==> config.mk <==
export PLATFORM = sky130hd
export DESIGN_NAME = multilevel_sjf_scheduler_unit_flat
export DESIGN_NICKNAME = d
export VERILOG_FILES = /design/src/hw/rtl/mss_pkg.sv /design/src/hw/rtl/mss_if.sv /design/src/hw/rtl/mss_ctrl.sv /design/src/hw/rtl/mss_dpath.sv /design/src/hw/rtl/multilevel_sjf_scheduler_unit.sv /design/src/flat_wrapper.sv
export SDC_FILE = /design/constraint.sdc
export NUM_CORES = 2
export LEC_CHECK = 0
export ABC_AREA = 0
export BUFFER_PORTS_ARGS = -buffer_cell sky130_fd_sc_hd__buf_2
export CAP_MARGIN = 20
export CORE_ASPECT_RATIO = 1.5
export CORE_MARGIN = 2
export CORE_UTILIZATION = 60
export DETAILED_ROUTE_END_ITERATION = 10
export PLACE_DENSITY = 0.74
export SYNTH_ARGS = -nofsm -noshare
export SYNTH_HDL_FRONTEND = slang
export SYNTH_HIERARCHICAL = 1
export SYNTH_SLANG_ARGS = --single-unit
==> constraint.sdc <==
create_clock -name clk_i -period 11.2 [get_ports clk_i]
set_input_delay 3.36 -clock clk_i [delete_from_list [all_inputs] [get_ports clk_i]]
set_output_delay 3.36 -clock clk_i [all_outputs]
set_load 0.05 [all_outputs]
==> src/hw/rtl/mss_pkg.sv <==
// mss_pkg: shared widths, item codes, payload types and the controller/datapath
// command and status structs of the multilevel sjf scheduler
// no dependencies
package mss_pkg;

  localparam int unsigned JOB_W   = 8;
  localparam int unsigned BURST_W = 8;
  localparam int unsigned PRIO_W  = 2;
  localparam int unsigned RLVL_W  = 2;
  localparam int unsigned RPT_W   = 16;

  localparam logic KIND_ARRIVE = 1'b0;
  localparam logic KIND_TICK   = 1'b1;

  typedef struct packed {
    logic               kind;
    logic [JOB_W-1:0]   job_id;
    logic [PRIO_W-1:0]  priority_req;
    logic [BURST_W-1:0] burst;
  } mss_in_t;

  typedef struct packed {
    logic              accepted;
    logic              ran;
    logic [JOB_W-1:0]  run_job;
    logic [RLVL_W-1:0] run_level;
    logic              finished;
    logic [RPT_W-1:0]  turnaround;
    logic [RPT_W-1:0]  response;
  } mss_out_t;

  typedef struct packed {
    logic load_in;
    logic do_arrive;
    logic scan_start;
    logic scan_step;
    logic rd_run;
    logic exec_run;
    logic exec_idle;
  } mss_cmd_t;

  typedef struct packed {
    logic in_tick;
    logic need_sel;
    logic scan_done;
    logic found;
    logic out_free;
  } mss_sts_t;

endpackage

==> src/hw/rtl/mss_if.sv <==
// mss_in_if and mss_out_if: valid/ready channels of the scheduler
// depends on mss_pkg
interface mss_in_if
  import mss_pkg::*;
();
  logic               valid;
  logic               ready;
  logic               kind;
  logic [JOB_W-1:0]   job_id;
  logic [PRIO_W-1:0]  priority_req;
  logic [BURST_W-1:0] burst;

  modport source (output valid, output kind, output job_id, output priority_req,
                  output burst, input ready);
  modport sink (input valid, input kind, input job_id, input priority_req,
                input burst, output ready);
endinterface

interface mss_out_if
  import mss_pkg::*;
();
  logic              valid;
  logic              ready;
  logic              accepted;
  logic              ran;
  logic [JOB_W-1:0]  run_job;
  logic [RLVL_W-1:0] run_level;
  logic              finished;
  logic [RPT_W-1:0]  turnaround;
  logic [RPT_W-1:0]  response;

  modport source (output valid, output accepted, output ran, output run_job,
                  output run_level, output finished, output turnaround,
                  output response, input ready);
  modport sink (input valid, input accepted, input ran, input run_job,
                input run_level, input finished, input turnaround,
                input response, output ready);
endinterface

==> src/hw/rtl/mss_ctrl.sv <==
// mss_ctrl: sequencing state machine of the scheduler
// depends on mss_pkg; drives mss_dpath through command and status structs
module mss_ctrl
  import mss_pkg::*;
(
  input  logic     clk_i,
  input  logic     rst_ni,
  input  logic     in_valid_i,
  output logic     in_ready_o,
  input  mss_sts_t sts_i,
  output mss_cmd_t cmd_o
);

  localparam logic [2:0] S_IDLE  = 3'd0;
  localparam logic [2:0] S_DISP  = 3'd1;
  localparam logic [2:0] S_SCAN  = 3'd2;
  localparam logic [2:0] S_RD    = 3'd3;
  localparam logic [2:0] S_EXE   = 3'd4;
  localparam logic [2:0] S_IDLET = 3'd5;

  logic [2:0] state_q, state_d;

  always_comb begin
    state_d    = state_q;
    cmd_o      = '0;
    in_ready_o = 1'b0;
    case (state_q)
      S_IDLE: begin
        in_ready_o = 1'b1;
        if (in_valid_i) begin
          cmd_o.load_in = 1'b1;
          state_d       = S_DISP;
        end
      end
      S_DISP: begin
        if (!sts_i.in_tick) begin
          if (sts_i.out_free) begin
            cmd_o.do_arrive = 1'b1;
            state_d         = S_IDLE;
          end
        end else if (sts_i.need_sel) begin
          cmd_o.scan_start = 1'b1;
          state_d          = S_SCAN;
        end else begin
          state_d = S_RD;
        end
      end
      S_SCAN: begin
        cmd_o.scan_step = 1'b1;
        if (sts_i.scan_done) begin
          state_d = sts_i.found ? S_RD : S_IDLET;
        end
      end
      S_RD: begin
        cmd_o.rd_run = 1'b1;
        state_d      = S_EXE;
      end
      S_EXE: begin
        if (sts_i.out_free) begin
          cmd_o.exec_run = 1'b1;
          state_d        = S_IDLE;
        end
      end
      S_IDLET: begin
        if (sts_i.out_free) begin
          cmd_o.exec_idle = 1'b1;
          state_d         = S_IDLE;
        end
      end
      default: begin
        state_d = S_IDLE;
      end
    endcase
  end

  always_ff @(posedge clk_i or negedge rst_ni) begin
    if (!rst_ni) begin
      state_q <= S_IDLE;
    end else begin
      state_q <= state_d;
    end
  end

endmodule

==> src/hw/rtl/mss_dpath.sv <==
// mss_dpath: slot memory, level counts, time, selection scan and result register
// depends on mss_pkg; sequenced by mss_ctrl
module mss_dpath
  import mss_pkg::*;
#(
  parameter int unsigned SLOTS_PER_LEVEL = 16,
  parameter int unsigned LEVELS          = 3,
  parameter int unsigned TIME_BITS       = 16
) (
  input  logic     clk_i,
  input  logic     rst_ni,
  input  mss_in_t  in_item_i,
  input  mss_cmd_t cmd_i,
  output mss_sts_t sts_o,
  output mss_out_t out_item_o,
  output logic     out_valid_o,
  input  logic     out_ready_i
);

  localparam int unsigned SW    = $clog2(SLOTS_PER_LEVEL);
  localparam int unsigned LW    = $clog2(LEVELS);
  localparam int unsigned AW    = LW + SW;
  localparam int unsigned DEPTH = LEVELS << SW;

  typedef struct packed {
    logic [JOB_W-1:0]     job;
    logic [BURST_W-1:0]   burst;
    logic [BURST_W-1:0]   rem;
    logic [TIME_BITS-1:0] arrival;
    logic [TIME_BITS-1:0] first;
  } slot_t;

  function automatic logic [RPT_W-1:0] sat_rpt(input logic [TIME_BITS-1:0] v);
    logic [TIME_BITS+RPT_W-1:0] w;
    w = (TIME_BITS + RPT_W)'(v);
    return ((w >> RPT_W) != '0) ? '1 : w[RPT_W-1:0];
  endfunction

  slot_t mem_q [0:DEPTH-1];
  slot_t rd_data_q;
  slot_t wr_data;
  logic [AW-1:0] rd_addr, wr_addr;
  logic          wr_en;

  mss_in_t              item_q;
  logic [SW:0]          level_cnt_q [LEVELS];
  logic [TIME_BITS-1:0] time_q, t_next;
  logic                 run_valid_q, resel_q;
  logic [LW-1:0]        run_lv_q;
  logic [SW-1:0]        run_slot_q;

  logic [LW-1:0]        scan_lv_q;
  logic [SW:0]          scan_s_q;
  logic                 rd_pend_q, found_q;
  logic [SW-1:0]        rd_slot_q, best_slot_q;
  logic [BURST_W-1:0]   best_burst_q;

  mss_out_t out_q, out_d;
  logic     out_valid_q;

  logic [LW-1:0]     arr_lv, cnt_lv;
  logic [SW:0]       cnt_rd;
  logic              full, scan_issue, level_end, scan_done, cand_hit;
  logic [BURST_W-1:0] rem_n;
  logic [TIME_BITS-1:0] first_n;
  logic [LW+1:0]     lv_ext;

  // level from priority, out-of-range codes go to the last (lowest-priority) level
  always_comb begin
    if (item_q.priority_req != '0 && 32'(item_q.priority_req) <= LEVELS - 1) begin
      arr_lv = LW'(32'(item_q.priority_req) - 1);
    end else begin
      arr_lv = LW'(LEVELS - 1);
    end
  end

  assign cnt_lv     = cmd_i.do_arrive ? arr_lv : scan_lv_q;
  assign cnt_rd     = level_cnt_q[cnt_lv];
  assign full       = cnt_rd >= (SW + 1)'(SLOTS_PER_LEVEL);
  assign scan_issue = scan_s_q < cnt_rd;
  assign level_end  = !scan_issue && !rd_pend_q;
  assign scan_done  = level_end && (found_q || scan_lv_q == LW'(LEVELS - 1));
  assign cand_hit   = rd_pend_q && rd_data_q.rem != '0 &&
                      (!found_q || rd_data_q.burst < best_burst_q);

  assign t_next  = (time_q == '1) ? time_q : time_q + 1'b1;
  assign rem_n   = rd_data_q.rem - 1'b1;
  assign first_n = (rd_data_q.rem == rd_data_q.burst) ? time_q : rd_data_q.first;
  assign lv_ext  = (LW + 2)'(run_lv_q);

  // memory ports
  assign rd_addr = cmd_i.scan_step ? {scan_lv_q, scan_s_q[SW-1:0]} : {run_lv_q, run_slot_q};
  assign wr_en   = (cmd_i.do_arrive && !full) || cmd_i.exec_run;

  always_comb begin
    if (cmd_i.do_arrive) begin
      wr_addr = {arr_lv, cnt_rd[SW-1:0]};
      wr_data = '{job: item_q.job_id, burst: item_q.burst, rem: item_q.burst,
                  arrival: time_q, first: '0};
    end else begin
      wr_addr = {run_lv_q, run_slot_q};
      wr_data = '{job: rd_data_q.job, burst: rd_data_q.burst, rem: rem_n,
                  arrival: rd_data_q.arrival, first: first_n};
    end
  end

  always_ff @(posedge clk_i) begin
    if (wr_en) begin
      mem_q[wr_addr] <= wr_data;
    end
    if ((cmd_i.scan_step && scan_issue) || cmd_i.rd_run) begin
      rd_data_q <= mem_q[rd_addr];
    end
  end

  // result for the item in hand
  always_comb begin
    out_d = out_q;
    if (cmd_i.do_arrive) begin
      out_d          = '0;
      out_d.accepted = !full;
    end else if (cmd_i.exec_idle) begin
      out_d = '0;
    end else if (cmd_i.exec_run) begin
      out_d           = '0;
      out_d.ran       = 1'b1;
      out_d.run_job   = rd_data_q.job;
      out_d.run_level = lv_ext[RLVL_W-1:0];
      if (rem_n == '0) begin
        out_d.finished   = 1'b1;
        out_d.turnaround = sat_rpt(t_next - rd_data_q.arrival);
        out_d.response   = sat_rpt(first_n - rd_data_q.arrival);
      end
    end
  end

  // payload registers
  always_ff @(posedge clk_i) begin
    if (cmd_i.load_in) begin
      item_q <= in_item_i;
    end
    if (cmd_i.scan_step && scan_issue) begin
      rd_slot_q <= scan_s_q[SW-1:0];
    end
    if (cmd_i.scan_step && cand_hit) begin
      best_burst_q <= rd_data_q.burst;
      best_slot_q  <= rd_slot_q;
    end
    out_q <= out_d;
  end

  // control registers
  always_ff @(posedge clk_i or negedge rst_ni) begin
    if (!rst_ni) begin
      for (int i = 0; i < LEVELS; i++) begin
        level_cnt_q[i] <= '0;
      end
      time_q      <= '0;
      run_valid_q <= 1'b0;
      run_lv_q    <= '0;
      run_slot_q  <= '0;
      resel_q     <= 1'b1;
      scan_lv_q   <= '0;
      scan_s_q    <= '0;
      rd_pend_q   <= 1'b0;
      found_q     <= 1'b0;
      out_valid_q <= 1'b0;
    end else begin
      if (cmd_i.do_arrive && !full) begin
        level_cnt_q[arr_lv] <= cnt_rd + 1'b1;
        if (!run_valid_q || arr_lv <= run_lv_q) begin
          resel_q <= 1'b1;
        end
      end
      if (cmd_i.scan_start) begin
        scan_lv_q <= '0;
        scan_s_q  <= '0;
        rd_pend_q <= 1'b0;
        found_q   <= 1'b0;
        resel_q   <= 1'b0;
      end
      if (cmd_i.scan_step) begin
        if (cand_hit) begin
          found_q <= 1'b1;
        end
        rd_pend_q <= scan_issue;
        if (scan_issue) begin
          scan_s_q <= scan_s_q + 1'b1;
        end else if (scan_done) begin
          run_valid_q <= found_q;
          run_lv_q    <= found_q ? scan_lv_q : '0;
          run_slot_q  <= found_q ? best_slot_q : '0;
        end else if (level_end) begin
          scan_lv_q <= scan_lv_q + 1'b1;
          scan_s_q  <= '0;
        end
      end
      if (cmd_i.exec_run || cmd_i.exec_idle) begin
        time_q <= t_next;
      end
      if (cmd_i.exec_run && rem_n == '0) begin
        run_valid_q <= 1'b0;
        resel_q     <= 1'b1;
      end
      if (cmd_i.do_arrive || cmd_i.exec_run || cmd_i.exec_idle) begin
        out_valid_q <= 1'b1;
      end else if (out_ready_i) begin
        out_valid_q <= 1'b0;
      end
    end
  end

  assign sts_o.in_tick   = item_q.kind == KIND_TICK;
  assign sts_o.need_sel  = resel_q || !run_valid_q;
  assign sts_o.scan_done = scan_done;
  assign sts_o.found     = found_q;
  assign sts_o.out_free  = !out_valid_q || out_ready_i;

  assign out_item_o  = out_q;
  assign out_valid_o = out_valid_q;

endmodule

==> src/hw/rtl/multilevel_sjf_scheduler_unit.sv <==
// multilevel_sjf_scheduler_unit: top level of the three-level preemptive sjf scheduler
// depends on mss_pkg, mss_if, mss_ctrl and mss_dpath
//
//   channel | dir | transfer contents
//   job_i   | in  | kind, job_id, priority_req, burst
//   res_o   | out | accepted, ran, run_job, run_level, finished, turnaround, response
//
// one item at a time; an arrive passes through load and dispatch, a tick without
// reselection through load, dispatch, slot read and execute; a tick with reselection
// adds a serial scan of the slot memory over the stored slots of each level visited,
// up to the first level holding an unfinished job (one read port of the slot memory
// sets this)
// a result waits in an output register; the next item is taken meanwhile and
// stalls at its own result until res_o is free
// reset clears the level counts, time and selection at once; no clearing pass
module multilevel_sjf_scheduler_unit
  import mss_pkg::*;
#(
  parameter int unsigned SLOTS_PER_LEVEL = 16,
  parameter int unsigned LEVELS          = 3,
  parameter int unsigned TIME_BITS       = 16
) (
  input  logic      clk_i,
  input  logic      rst_ni,
  mss_in_if.sink    job_i,
  mss_out_if.source res_o
);

  mss_cmd_t cmd;
  mss_sts_t sts;
  mss_in_t  in_item;
  mss_out_t out_item;

  assign in_item = '{kind: job_i.kind, job_id: job_i.job_id,
                     priority_req: job_i.priority_req, burst: job_i.burst};

  mss_ctrl u_ctrl (
    .clk_i      (clk_i),
    .rst_ni     (rst_ni),
    .in_valid_i (job_i.valid),
    .in_ready_o (job_i.ready),
    .sts_i      (sts),
    .cmd_o      (cmd)
  );

  mss_dpath #(
    .SLOTS_PER_LEVEL (SLOTS_PER_LEVEL),
    .LEVELS          (LEVELS),
    .TIME_BITS       (TIME_BITS)
  ) u_dpath (
    .clk_i       (clk_i),
    .rst_ni      (rst_ni),
    .in_item_i   (in_item),
    .cmd_i       (cmd),
    .sts_o       (sts),
    .out_item_o  (out_item),
    .out_valid_o (res_o.valid),
    .out_ready_i (res_o.ready)
  );

  assign res_o.accepted   = out_item.accepted;
  assign res_o.ran        = out_item.ran;
  assign res_o.run_job    = out_item.run_job;
  assign res_o.run_level  = out_item.run_level;
  assign res_o.finished   = out_item.finished;
  assign res_o.turnaround = out_item.turnaround;
  assign res_o.response   = out_item.response;

endmodule

==> src/flat_wrapper.sv <==
// flat-port wrapper written by rule: the top's interface ports become plain ports
module multilevel_sjf_scheduler_unit_flat import mss_pkg::*;
#(
  parameter int unsigned SLOTS_PER_LEVEL = 16,
  parameter int unsigned LEVELS          = 3,
  parameter int unsigned TIME_BITS       = 16
)
  (clk_i, rst_ni, job_i_valid, job_i_kind, job_i_job_id, job_i_priority_req, job_i_burst, job_i_ready, res_o_valid, res_o_accepted, res_o_ran, res_o_run_job, res_o_run_level, res_o_finished, res_o_turnaround, res_o_response, res_o_ready);
  mss_in_if job_i_i ();
  mss_out_if res_o_i ();
  input  logic clk_i;
  input  logic rst_ni;
  input wire logic [$bits(job_i_i.valid)-1:0] job_i_valid;
  input wire logic [$bits(job_i_i.kind)-1:0] job_i_kind;
  input wire logic [$bits(job_i_i.job_id)-1:0] job_i_job_id;
  input wire logic [$bits(job_i_i.priority_req)-1:0] job_i_priority_req;
  input wire logic [$bits(job_i_i.burst)-1:0] job_i_burst;
  output wire logic [$bits(job_i_i.ready)-1:0] job_i_ready;
  output wire logic [$bits(res_o_i.valid)-1:0] res_o_valid;
  output wire logic [$bits(res_o_i.accepted)-1:0] res_o_accepted;
  output wire logic [$bits(res_o_i.ran)-1:0] res_o_ran;
  output wire logic [$bits(res_o_i.run_job)-1:0] res_o_run_job;
  output wire logic [$bits(res_o_i.run_level)-1:0] res_o_run_level;
  output wire logic [$bits(res_o_i.finished)-1:0] res_o_finished;
  output wire logic [$bits(res_o_i.turnaround)-1:0] res_o_turnaround;
  output wire logic [$bits(res_o_i.response)-1:0] res_o_response;
  input wire logic [$bits(res_o_i.ready)-1:0] res_o_ready;
  assign job_i_i.valid = job_i_valid;
  assign job_i_i.kind = job_i_kind;
  assign job_i_i.job_id = job_i_job_id;
  assign job_i_i.priority_req = job_i_priority_req;
  assign job_i_i.burst = job_i_burst;
  assign job_i_ready = job_i_i.ready;
  assign res_o_valid = res_o_i.valid;
  assign res_o_accepted = res_o_i.accepted;
  assign res_o_ran = res_o_i.ran;
  assign res_o_run_job = res_o_i.run_job;
  assign res_o_run_level = res_o_i.run_level;
  assign res_o_finished = res_o_i.finished;
  assign res_o_turnaround = res_o_i.turnaround;
  assign res_o_response = res_o_i.response;
  assign res_o_i.ready = res_o_ready;
  multilevel_sjf_scheduler_unit #(.SLOTS_PER_LEVEL(SLOTS_PER_LEVEL), .LEVELS(LEVELS), .TIME_BITS(TIME_BITS)) u_core (.clk_i(clk_i), .rst_ni(rst_ni), .job_i(job_i_i), .res_o(res_o_i));
endmodule
==> run metrics <==
status=complete, no violations; Period minus WS final=8.06 ns; H-tree levels=4; initial DRC count=8562; root buffer cell=clkbuf_16; Cell Pwr Density=240 nW/um2; GRT overflow=0; Hold WC Path Type=reg2reg; EDFF count, synth=2780; row count=194; largest net degree at the start of global routing=124; Peak Freq=0.124 GHz; Port Buffers=69; count of final max-slew check failures=0; Seq/Total Area, Yosys=76.2%; layout cells sized above 1=23.3%; Avg WL per Cell=34.5 um; Synth Net Count=5760; RSZ-0062 raised after global routing=false; Post-Syn Area=112000 um2; Worst Setup End Kind=register; Area Overhead vs Synth=11.1%; TritonCTS Sinks=2876; worst vdd ir=218 uV; wire length of the first global-routing pass=420000 um; Max-Cap Viols=0; Post-CTS Setup Bufs=0; die area=191000 um2; WHS=0.419 ns; all-layer global routing usage=31.2%; mean post-synth cell area=19.8 um2; #FFs+latches synth=2876; DRT antenna net count=0; asr flop ratio synth=1.81%; DR DRC count=0; initial core utilization=60.4%; CTS resizes=0; startpoint type of the worst setup path=input port; number of global-route vias before repair=58100; Die Span X=357 um; clk buf depth=4; post-synthesis cell type count=66; fin crit share=72.0%; placed wire-length estimate=170000 um; Setup TNS Final=0 ns; clk_lat worst skew=0.91 ns; critical path arrival=8.57 ns; CTS tree=built; DR vias=58500; clock slew at reported path FFs=0.07 ns; Routed Wire Length=294000 um; CORE AREA=186000 um2; Setup-failing EPs final=0; die extent in y=534 um; synthesized instance count=5681; hold buffers post-CTS=0; Crit Path Class=in2reg; initial antenna violation count=15; Inserted Clock Buffers=248; main flop type after synthesis=edfxtp_1; CP Max Fanout=65; Relative slew margins=19.7%; Critical Path RT=11.71 ns; post-DR vias/cell=6.86; Pre-antenna DRT Iters=6; # IOs=70; Yosys warning count=6; NumNets Final=5944; Worst Skew=0.0697 ns; Worst Max-Slew Pin Slew=1.20 ns; static leakage=40.2 nW; final hold vios=0; Placer Congestion=0.892
Yosys cell counts (all sizes together), types with 3 or more instances:
library cell  instances  area share [%]
o22ai                14           0.078
mux2i                96            0.87
mux2                 39            0.39
ha                   54            0.60
mux4                632              13
a311oi               22            0.17
o31a                 14            0.11
dfxtp                44            0.78
or2                   4           0.022
inv                  51            0.17
buf                 171            0.88
and3                 53            0.29
xnor2                29            0.23
clkbuf              145            0.48
o211ai                5           0.033
nor3b                 3           0.020
o21ai               125            0.56
a31oi                34            0.19
a221o                44            0.39
nand3b                7           0.047
edfxtp             2780              74
a21oi               109            0.49
xor2                 34            0.26
o21bai                3           0.020
nand2b               20            0.11
nor3                  7           0.031
nor4                  6           0.033
nand3               141            0.63
and4                  4           0.031
a211oi               41            0.27
a21o                 14           0.093
o21a                 12           0.080
a22oi               106            0.71
nand2               552             1.8
o31ai                 6           0.040
and2                 27            0.15
nor2b                27            0.15
nand4                 3           0.017
a22o                  8           0.062
dfrtp                51             1.1
nor2                117            0.39
or3                   4           0.022
flip-flops by register name, indices dropped and copies added, names as in the netlist:
name,count
u_core/u_dpath/rd_slot_q,4
u_core/u_dpath/out_item_o,45
u_core/u_dpath/rd_pend_q,1
u_core/u_dpath/scan_s_q,5
u_core/u_dpath/level_cnt_q,15
u_core/u_dpath/resel_q,1
u_core/u_dpath/rd_data_q,56
u_core/u_dpath/scan_lv_q,2
u_core/u_dpath/sts_o,1
u_core/u_dpath/best_slot_q,4
u_core/u_ctrl/state_q,3
u_core/u_dpath/run_lv_q,2
u_core/u_dpath/item_q,18
u_core/u_dpath/best_burst_q,8
u_core/u_dpath/out_valid_o,1
u_core/u_dpath/run_slot_q,4
u_core/u_dpath/found_q,1
u_core/u_dpath/run_valid_q,1
u_core/u_dpath/time_q,16
u_core/u_dpath/mem_q,2688
stage by stage:
stage	util, %	setup WS, ns	total power (W)	cell area [um2]	std cells
after floorplan	-	2.56	0.0183	112000	5681
after global placement	62.5	2.51	0.0211	116000	8045
after detailed placement	62.6	2.44	0.0213	117000	8050
after CTS	67.0	3.31	0.0299	125000	8502
after global routing	67.1	2.94	0.0308	125000	8518
final	67.1	3.14	0.0300	125000	8520
final timing paths:
kind,slack (ns),to,startpoint,depth (start not counted)
max reg2reg,5.31,u_core/u_dpath/mem_q[32][33],u_core/u_ctrl/state_q[0],10
min in group asynchronous,2.60,u_core/u_dpath/out_valid_o,rst_ni,2
min reg2reg,0.42,u_core/u_dpath/best_slot_q[1],u_core/u_dpath/rd_slot_q[1],0
max,3.14,u_core/u_dpath/mem_q[32][33],res_o_ready,12
min,0.42,u_core/u_dpath/best_slot_q[1],u_core/u_dpath/rd_slot_q[1],0
max in group asynchronous,8.10,u_core/u_dpath/found_q,rst_ni,2
per-layer routing:
layer | track usage (%) | wire, um | vias to the layer above
li1 | - | - | 23500
met1 | 41.6 | 99900 | 30300
met2 | 49.4 | 143000 | 3930
met3 | 7.14 | 35000 | 733
met4 | 14.8 | 16100 | 8
met5 | 0 | 54 | -
layout make-up:
cell class | count | area, um2
Inverter | 51 | 191
Tap cell | 2450 | 3070
Clock buffer | 301 | 6490
Clock inverter | 151 | 1670
Timing Repair Buffer | 250 | 2130
Sequential cell | 2876 | 85700
Multi-Input combinational cell | 2438 | 25800
Antenna cell | 3 | 7.51
Fill cell | 11400 | 61200
kinds of logic after synthesis:
kind of cell,synth area share (%)
flops,76.2
simple gates,3.82
mux,13.9
compound gates,3.42
buf+inv,1.54
xor+xnor,0.491
fa+ha+maj,0.636
cells in the final DEF, fill, tap and decap left out, types with 69 or more instances in the layout:
cell type and n:
a21oi_1 108, edfxtp_1 2780, nand3_1 141, mux2i_1 92
buf_4 148, mux4_2 632, o21ai_0 82, buf_2 69
a22oi_1 106, nand2_1 551, clkbuf_16 251
power by group:
group	total (W)	internal [W]	leakage, nW	switching [W]
clock	0.00871	0.00488	3.98	0.00383
combinational	0.00697	0.00187	10.1	0.00509
sequential	0.0143	0.0141	26.1	0.000262
critical path, cell delays in order:
cell      delay, ns
buf_2          0.07
nand2b_1       0.20
nand2_1        0.11
nor4_2         0.15
buf_4          0.75
mux2i_2        0.49
nand2b_1       0.12
a22o_1         0.31
mux2i_1        0.54
nand3_1        0.69
nor2_4         1.08
buf_4          0.56
Power figures use the tool's default switching activity.
